===== src/design/bgcd_pkg.sv =====
// Shared constants, types and operation codes for the binary GCD block.
package bgcd_pkg;

    localparam int FIELD_WIDTH = 64;
    localparam int WORD_WIDTH  = 64;
    localparam int TWOS_W      = $clog2(WORD_WIDTH);
    localparam logic [TWOS_W-1:0] TWOS_MAX = TWOS_W'(WORD_WIDTH - 1);

    typedef logic [WORD_WIDTH-1:0] word_t;
    typedef logic [TWOS_W-1:0]     twos_t;

    typedef enum logic [2:0] {
        OP_HOLD,
        OP_SHIFT_BOTH,
        OP_SHIFT_X,
        OP_SHIFT_Y,
        OP_SUB
    } alu_op_t;

    typedef struct packed {
        word_t x;
        word_t y;
    } alu_res_t;

endpackage


===== src/design/bgcd_alu.sv =====
// Shared shift, compare and subtract unit for the GCD sequencer.
module bgcd_alu
    import bgcd_pkg::*;
(
    input  alu_op_t  op,
    input  word_t    x,
    input  word_t    y,
    output alu_res_t res
);

    logic  x_gt_y;
    word_t big;
    word_t small_val;

    always_comb begin
        x_gt_y    = (x > y);
        big       = x_gt_y ? x : y;
        small_val = x_gt_y ? y : x;
        res.x     = x;
        res.y     = y;
        case (op)
            OP_HOLD: begin
                res.x = x;
                res.y = y;
            end
            OP_SHIFT_BOTH: begin
                res.x = x >> 1;
                res.y = y >> 1;
            end
            OP_SHIFT_X: begin
                res.x = x >> 1;
            end
            OP_SHIFT_Y: begin
                res.y = y >> 1;
            end
            OP_SUB: begin
                res.x = small_val;
                res.y = big - small_val;
            end
            default: begin
                res.x = x;
                res.y = y;
            end
        endcase
    end

endmodule


===== src/design/binary_gcd_64.sv =====
// Top level: binary GCD sequencer around one shared shift/subtract unit.
// Steps: zero check (a zero operand goes straight to the result), removal of common factors
// of two, removal of factors of two from x, then a loop that shifts y or subtracts.
// Requests are taken only in idle, one at a time; a held result stalls ST_DONE.
// A new request is taken while a finished result still waits in the output register.
// Reset (aresetn low, synchronous) returns the sequencer to idle and drops m_tvalid.
module binary_gcd_64
    import bgcd_pkg::*;
(
    input  logic                     aclk,
    input  logic                     aresetn,
    input  logic                     s_tvalid,
    output logic                     s_tready,
    input  logic [2*FIELD_WIDTH-1:0] s_tdata,   // first_value, second_value
    output logic                     m_tvalid,
    input  logic                     m_tready,
    output logic [FIELD_WIDTH-1:0]   m_tdata    // divisor
);

    typedef enum logic [2:0] {
        ST_IDLE,
        ST_ZCHK,
        ST_COMMON,
        ST_STRIPX,
        ST_LOOP,
        ST_DONE
    } state_t;

    state_t   state_reg, state_next;
    word_t    x_reg, x_next;
    word_t    y_reg, y_next;
    twos_t    twos_reg, twos_next;
    word_t    out_reg, out_next;
    logic     m_tvalid_reg, m_tvalid_next;
    alu_op_t  op;
    alu_res_t alu_res;

    bgcd_alu u_alu (
        .op  (op),
        .x   (x_reg),
        .y   (y_reg),
        .res (alu_res)
    );

    assign s_tready = (state_reg == ST_IDLE);
    assign m_tvalid = m_tvalid_reg;
    assign m_tdata  = FIELD_WIDTH'(out_reg);

    always_comb begin
        state_next    = state_reg;
        op            = OP_HOLD;
        twos_next     = twos_reg;
        out_next      = out_reg;
        m_tvalid_next = m_tvalid_reg;
        if (m_tvalid_reg && m_tready) begin
            m_tvalid_next = 1'b0;
        end
        x_next = alu_res.x;
        y_next = alu_res.y;
        case (state_reg)
            ST_IDLE: begin
                if (s_tvalid) begin
                    x_next     = s_tdata[WORD_WIDTH-1:0];
                    y_next     = s_tdata[FIELD_WIDTH +: WORD_WIDTH];
                    twos_next  = '0;
                    state_next = ST_ZCHK;
                end
            end
            ST_ZCHK: begin
                if (x_reg == '0) begin
                    x_next     = y_reg;
                    state_next = ST_DONE;
                end else if (y_reg == '0) begin
                    state_next = ST_DONE;
                end else begin
                    state_next = ST_COMMON;
                end
            end
            ST_COMMON: begin
                if (!(x_reg[0] | y_reg[0]) && (twos_reg != TWOS_MAX)) begin
                    op        = OP_SHIFT_BOTH;
                    twos_next = twos_reg + twos_t'(1);
                end else begin
                    state_next = ST_STRIPX;
                end
            end
            ST_STRIPX: begin
                if (!x_reg[0]) begin
                    op = OP_SHIFT_X;
                end else begin
                    state_next = ST_LOOP;
                end
            end
            ST_LOOP: begin
                if (y_reg == '0) begin
                    state_next = ST_DONE;
                end else if (!y_reg[0]) begin
                    op = OP_SHIFT_Y;
                end else begin
                    op = OP_SUB;
                end
            end
            ST_DONE: begin
                if (!m_tvalid_reg || m_tready) begin
                    out_next      = x_reg << twos_reg;
                    m_tvalid_next = 1'b1;
                    state_next    = ST_IDLE;
                end
            end
            default: begin
                state_next = ST_IDLE;
            end
        endcase
    end

    always_ff @(posedge aclk) begin
        if (!aresetn) begin
            state_reg    <= ST_IDLE;
            m_tvalid_reg <= 1'b0;
        end else begin
            state_reg    <= state_next;
            m_tvalid_reg <= m_tvalid_next;
        end
        x_reg    <= x_next;
        y_reg    <= y_next;
        twos_reg <= twos_next;
        out_reg  <= out_next;
    end

    a_accept_to_zchk: assert property (@(posedge aclk) disable iff (!aresetn)
        (s_tvalid && s_tready) |=> (state_reg == ST_ZCHK))
        else $error("accepted request did not start the zero check");

    a_loop_x_odd: assert property (@(posedge aclk) disable iff (!aresetn)
        (state_reg == ST_LOOP) |-> x_reg[0])
        else $error("x is even inside the subtract loop");

    a_x_nonzero: assert property (@(posedge aclk) disable iff (!aresetn)
        (state_reg == ST_STRIPX || state_reg == ST_LOOP) |-> (x_reg != '0))
        else $error("x is zero while stripping or subtracting");

    a_done_loads_out: assert property (@(posedge aclk) disable iff (!aresetn)
        (state_reg == ST_DONE && (!m_tvalid || m_tready)) |=>
        (m_tvalid && state_reg == ST_IDLE))
        else $error("finished result not moved to the output register");

endmodule


===== config.mk =====
export PLATFORM = sky130hd
export DESIGN_NAME = binary_gcd_64
export DESIGN_NICKNAME = d
export VERILOG_FILES = /design/src/design/bgcd_pkg.sv /design/src/design/bgcd_alu.sv /design/src/design/binary_gcd_64.sv
export SDC_FILE = /design/constraint.sdc
export NUM_CORES = 1
export LEC_CHECK = 0
export CORE_UTILIZATION = 30
export CTS_CLUSTER_DIAMETER = 40
export DETAILED_ROUTE_END_ITERATION = 6
export DONT_BUFFER_PORTS = 1
export PLACE_DENSITY = 0.47
export SYNTH_ARGS = -nofsm -noshare
export SYNTH_HDL_FRONTEND = slang
export SYNTH_SLANG_ARGS = --single-unit

===== constraint.sdc =====
create_clock -name aclk -period 4.9 [get_ports aclk]
set_input_delay 0.49 -clock aclk [delete_from_list [all_inputs] [get_ports aclk]]
set_output_delay 0.49 -clock aclk [all_outputs]
set_load 0.03 [all_outputs]

==> flow_summary.toml, run 1 <==
[outcome]
status = "finished with violations"
violations = "setup timing"

[sta]
rsz0062_at_grt = "true"
finalHoldViolCount = 0
final.min_clock_period_ns = 4.982
skew_ns = 0.01521
finalCritPeriodShare_pct = 101.7
max_freq_mhz = 200.7
finalSetupViolations = 7
holdWs_ns = 0.02883
maxSlewViolCount = 0
worst_pin_slew_ns = 0.9670
worst_slack_ns = -0.08157
maxSlewHeadroom_pct = 35.40

[yosys]
ys_seq_elements = 202
yosysTopAreaCell = "dfxtp_1"
syn_nets = 2588
synth-edff-count = 70
async_reset_ff_share_pct = 0
synth_area_leaders = "dfxtp_1, edfxtp_1, nand2_1"
synth.lib_cells_used.distinct = 80
synthFlopType = "dfxtp_1"
synth_cells = 2389
ys_seq_area_share_pct = 25.60
yosysWarnings = 0
yosysTopAreaCellShare_pct = 14.26
syn_area_per_cell_um2 = 7.759
synth_area_um2 = 18540

[finish]
final_area_um2 = 25790
final_core_util_pct = 42.49
final_cell_mix = "buf_4, nand2_1, nor2_1, o21ai_0, dfxtp_1"
nets = 2919
final_cells = 3544
synthToLayoutAreaGrowth_pct = 39.14
final_common_cell = "buf_4"
drive_above_1_share_pct = 31.66

[grt]
antenna_found_initial = 4
grt_max_degree = 85
gr-total-overflow = 0
grt_usage_pct = 26.09
grt_pass1_wl_um = 126100
grt_pass1_vias = 20070

[drt]
route.vias.total = 20760
drc = 0
postRouteAntennaNets = 0
drtIter0Drc = 1598
routed_wl_um = 85020
dr.pass1.iters = 5
wl_per_cell_um = 23.99
viasPerCell = 5.857

[placement]
place_hpwl_um = 64590
portBuffers = 0
globalplace.congestion = 0.9723
place_area_um2 = 22250
dp_cells = 3403

[die]
start_util_pct = 30.54
dieArea_um2 = 62790
core_um2 = 60700
ioPinCount = 198
std_cell_rows = 90
die_h_um = 250.6
die_w_um = 250.6

[clock_network]
clk_pin_slew_ns = 0.05
cts_made_buffers = 50
clock_sinks = 202
clk_latency_ns = 0.59
cts_max_level = 2
clockBufferDepth = 3
cts_root_buf = "clkbuf_16"
cts_tree = "built"

[critical_path]
worstSetupPathType = "flip-flop to flip-flop"
start_kind = "flip-flop"
worstPathMaxFanout = 8
worstPathArrival_ns = 5.41
cp-end-kind = "flip-flop"
cp.required_ns = 5.33

[run]
drv_cap = 0

[hold_path]
hold_path_class = "primary input to flip-flop"
[metal layers]
metal	vias to the layer above	GRT usage [%]	share of wire [%]
li1	9693	-	-
met1	10090	35.31	44
met2	818	42.27	45
met3	155	3.689	6.7
met4	2	8.975	3.6
met5	-	0	0.012
[path summary, 6_finish.rpt]
check                     from                 to  slack (ns)  cells after the start
min reg2reg   y_reg[1]$_DFF_P_   y_reg[1]$_DFF_P_        0.63                      3
max          y_reg[27]$_DFF_P_  y_reg[63]$_DFF_P_       -0.08                     27
max reg2reg  y_reg[27]$_DFF_P_  y_reg[63]$_DFF_P_       -0.08                     27
min                 s_tdata[4]   x_reg[4]$_DFF_P_        0.03                      2
[synthesized netlist by cell type (5+ instances only)]
cell / number
inv_1: 81
o21ai_1: 12
nand2_1: 323
clkbuf_1: 160
buf_2: 28
nand2b_1: 15
nor3_1: 18
buf_1: 20
o221ai_1: 73
a311oi_1: 6
o31ai_1: 21
a21boi_0: 11
or2_2: 9
o21a_1: 14
xor2_1: 20
nor4_1: 36
or3_1: 7
a21o_1: 32
nand3_1: 53
a32oi_1: 9
ha_1: 67
and2_1: 18
a211oi_1: 17
nand4_1: 32
a21oi_1: 124
a221oi_1: 102
dfxtp_1: 132
o21ai_0: 163
a221o_1: 5
o22ai_1: 48
edfxtp_1: 70
mux4_2: 51
a22oi_1: 22
o21bai_1: 8
xnor2_1: 41
mux2_2: 33
nor2_1: 237
o211ai_1: 9
mux2i_1: 59
a31oi_1: 57
nor2b_1: 77
and3_1: 6
[worst max-delay path, stage by stage (launching register included)]
cell,delay (ns)
dfxtp_1,0.35
inv_1,0.09
ha_4,0.29
nand4_1,0.19
nor3_2,0.28
buf_4,0.18
nand2_1,0.08
nor3_2,0.18
a21oi_2,0.09
and3_4,0.21
buf_12,0.15
buf_4,0.14
clkbuf_16,0.15
o21ai_2,0.15
o22ai_2,0.09
buf_4,0.14
a21o_1,0.18
a31oi_4,0.19
o21ai_4,0.10
o31ai_4,0.31
buf_4,0.18
nand2_2,0.08
a31oi_4,0.20
o21ai_2,0.11
a41o_1,0.29
a21oi_2,0.15
xor2_1,0.18
o211ai_1,0.11
[repair_timing]
action                     in CTS  in global routing
pin swaps                      51                 80
cloned                          0                  2
hold buffers                    8                  0
resized for setup              87                175
setup endpoints to repair      39                 34
hold endpoints to repair        8                  0
buffers inserted               13                 32
[logic make-up (layout without fill, tap and decap cells)]
logic type                 count (synthesis)  in the layout  synth area share (%)
muxes                                    143            143                 11.39
other                                      0              1                     0
adders and majority gates                 67             67                 4.522
xor gates and xnor gates                  61             61                 2.882
and+or+nand+nor                          847            847                 20.90
buffers and inverters                    293            665                 6.223
DFF                                      202            202                 25.60
AOI/OAI and AO/OA                        776            776                 28.49
[per-stage QoR]
stage / setup WS (ns) / TNS, ns
after floorplan: 0.01553 / 0
after global placement: -0.6243 / -11.35
after detailed placement: -0.6149 / -12.68
after CTS: -0.01928 / -0.01928
after global routing: -0.2848 / -2.758
final: -0.08157 / -0.2238
[area by class of cell]
class	count	area, µm²
Antenna cell	1	2.502
Clock buffer	58	1311
Clock inverter	35	474.2
Fill cell	6144	34900
Inverter	83	311.5
Multi-Input combinational cell	1894	14000
Sequential cell	202	4756
Tap cell	782	978.4
Timing Repair Buffer	489	3963
Power of run 1 is left out: the tool's default activity adds up to more than one toggle a clock period on the data nets, which glitch-free logic cannot reach.
==> run 2, diff against run 1 <==
Settings changed: GPL_ROUTABILITY_DRIVEN set to 0, PLACE_DENSITY 0.47 to 0.46.
Clock period 4.9 ns to 4.7 ns, I/O delays scaled along.
==> run 2 against run 1 <==
  * The run still ends with setup timing left
  * Final area rose by 0.78%
  * Core utilization grew 0.33 points
  * Clock skew rose by 0.014 ns
  * Non-clock buffer count increased by 31
  * Via count increased by 1.2%
  * First-iteration DRC count is 14% higher
  * Worst hold slack got worse by 0.0052 ns
  * Sequential share of layout area shrank 0.10 points
  * Sequential cell count unchanged
  * Die area unchanged
  * Critical path type unchanged
==> flow_summary.toml, run 2 (synthesized netlist as in run 1, its figures left out) <==
[critical_path]
critPathLaunch = "y_reg[17]$_DFF_P_"
cp-end-kind = "flip-flop"
start_kind = "flip-flop"
worstPathArrival_ns = 5.41
rr_startpoint = "y_reg[17]$_DFF_P_"
r2r_end = "y_reg[40]$_DFF_P_"
reg2reg_slack_ns = -0.22
cp.required_ns = 5.19
worstPathMaxFanout = 5
worstSetupPathType = "flip-flop to flip-flop"
ff2ff_path_depth = 24

[placement]
place_area_um2 = 22290
place_hpwl_um = 63760
portBuffers = 0

[finish]
nets = 2946
synthToLayoutAreaGrowth_pct = 40.23
final_area_um2 = 25990
final_cell_mix = "buf_4, nand2_1, nor2_1, o21ai_0, dfxtp_1"
drive_above_1_share_pct = 32.83
final_common_cell = "buf_4"

[die]
start_util_pct = 30.54
dieArea_um2 = 62790
ioPinCount = 198
std_cell_rows = 90
die_h_um = 250.6
die_w_um = 250.6
core_um2 = 60700

[drt]
drtIter0Drc = 1815
wl_per_cell_um = 23.70
postRouteAntennaNets = 0
drc = 0
routed_wl_um = 84550
dr.pass1.iters = 6
viasPerCell = 5.886
route.vias.total = 21000

[sta]
finalHoldViolCount = 0
final.min_clock_period_ns = 4.918
skew_ns = 0.02879
max_freq_mhz = 203.3
rsz0062_at_grt = "true"
finalCritPeriodShare_pct = 104.6
maxSlewHeadroom_pct = 29.58
worst_pin_slew_ns = 1.054
maxSlewViolCount = 0
worst_slack_ns = -0.2185
finalSetupViolations = 22

[clock_network]
cts_root_buf = "clkbuf_16"
clockBufferDepth = 3
cts_max_level = 2
cts_made_buffers = 46
clk_latency_ns = 0.59
clock_sinks = 202
clk_pin_slew_ns = 0.05
cts_tree = "built"

[grt]
grt_pass1_wl_um = 125800
grt_usage_pct = 25.91
grt_pass1_vias = 20300
grt_max_degree = 85
gr-total-overflow = 0
antenna_found_initial = 1

[run]
drv_cap = 0

[hold_path]
min_from = "s_tdata[46]"
holdPathEnd = "x_reg[46]$_DFF_P_"
hold_depth = 2
hold_path_class = "primary input to flip-flop"

[outcome]
violations = "setup timing"
status = "finished with violations"
==> run 2: cell count changes in the layout (fill, tap and decap cells not counted), sizes merged <==
cell,previous run,this run
buf,479,500
dlygate4sd3,8,17
clkbuf,60,55
bufinv,7,4
inv,97,95
bufbuf,0,1
clkinv,10,11
clkinvlp,4,5
==> run 2: worst max-delay path, cell delays in order (launching register included) <==
cell,delay (ns)
dfxtp_1,0.32
inv_1,0.06
ha_1,0.32
a21oi_1,0.15
o21ai_0,0.17
a221oi_2,0.35
o22ai_2,0.15
a21oi_4,0.15
and3_4,0.23
o211ai_2,0.11
o21a_1,0.13
ha_2,0.17
a31oi_1,0.17
o2bb2ai_2,0.09
a2111o_1,0.41
o311ai_4,0.35
a21boi_4,0.10
a21oi_2,0.20
o21ai_2,0.10
a21boi_2,0.22
o21ai_4,0.13
a221oi_2,0.32
xnor2_1,0.16
nand2_1,0.08
a31oi_1,0.18
==> run 2: worst max path at each step <==
stage	endpoint	slack (ns)	cells past startpoint
global route	y_reg[61]$_DFF_P_	-0.41	23
floorplan	y_reg[40]$_DFF_P_	0.007	27
finish	y_reg[40]$_DFF_P_	-0.22	24
CTS	y_reg[40]$_DFF_P_	-0.21	24
global placement	y_reg[51]$_DFF_P_	-0.90	28
detailed placement	y_reg[63]$_DFF_P_	-0.93	27
==> run 2: final cells by class <==
type	instances	area [µm²]
antenna	1	2.502
clock buffer	53	1229
clock inverter	32	351.6
fill	5941	34700
inverter	83	311.5
multi-input combinational	1894	14130
sequential	202	4766
tap	782	978.4
timing repair buffer	520	4224
==> run 2: metrics by stage <==
| stage | setup slack, ns | setup TNS (ns) | cells | util [%] | hold WS, ns |
|---|---|---|---|---|---|
| finish | -0.2185 | -2.213 | 3567 | 42.83 | 0.02360 |
| global route | -0.4057 | -7.635 | 3566 | 42.82 | 0.01868 |
| CTS | -0.2138 | -2.305 | 3555 | 41.29 | 0.0007704 |
| detailed placement | -0.9268 | -20.39 | 3405 | 36.73 | 0.5937 |
| global placement | -0.8971 | -18.07 | 3405 | 36.73 | 0.5902 |
| floorplan | 0.006808 | 0 | 2389 | - | 0.5083 |
==> run 2: metal layers <==
metal	track usage, %	part of all wire [%]	up-vias
met2	42.06	46	820
met4	9.623	3.9	2
li1	-	-	9746
met1	34.71	44	10250
met3	3.699	6.2	177
met5	0	0.018	-
==> run 2: repair_timing <==
action,CTS,global route
hold buffers,17,0
setup endpoints to repair,45,45
hold endpoints to repair,17,0
pin swaps,83,83
buffers inserted,48,15
gates resized for setup,123,154
gates cloned,1,3
Power of run 2 is left out for the same reason.
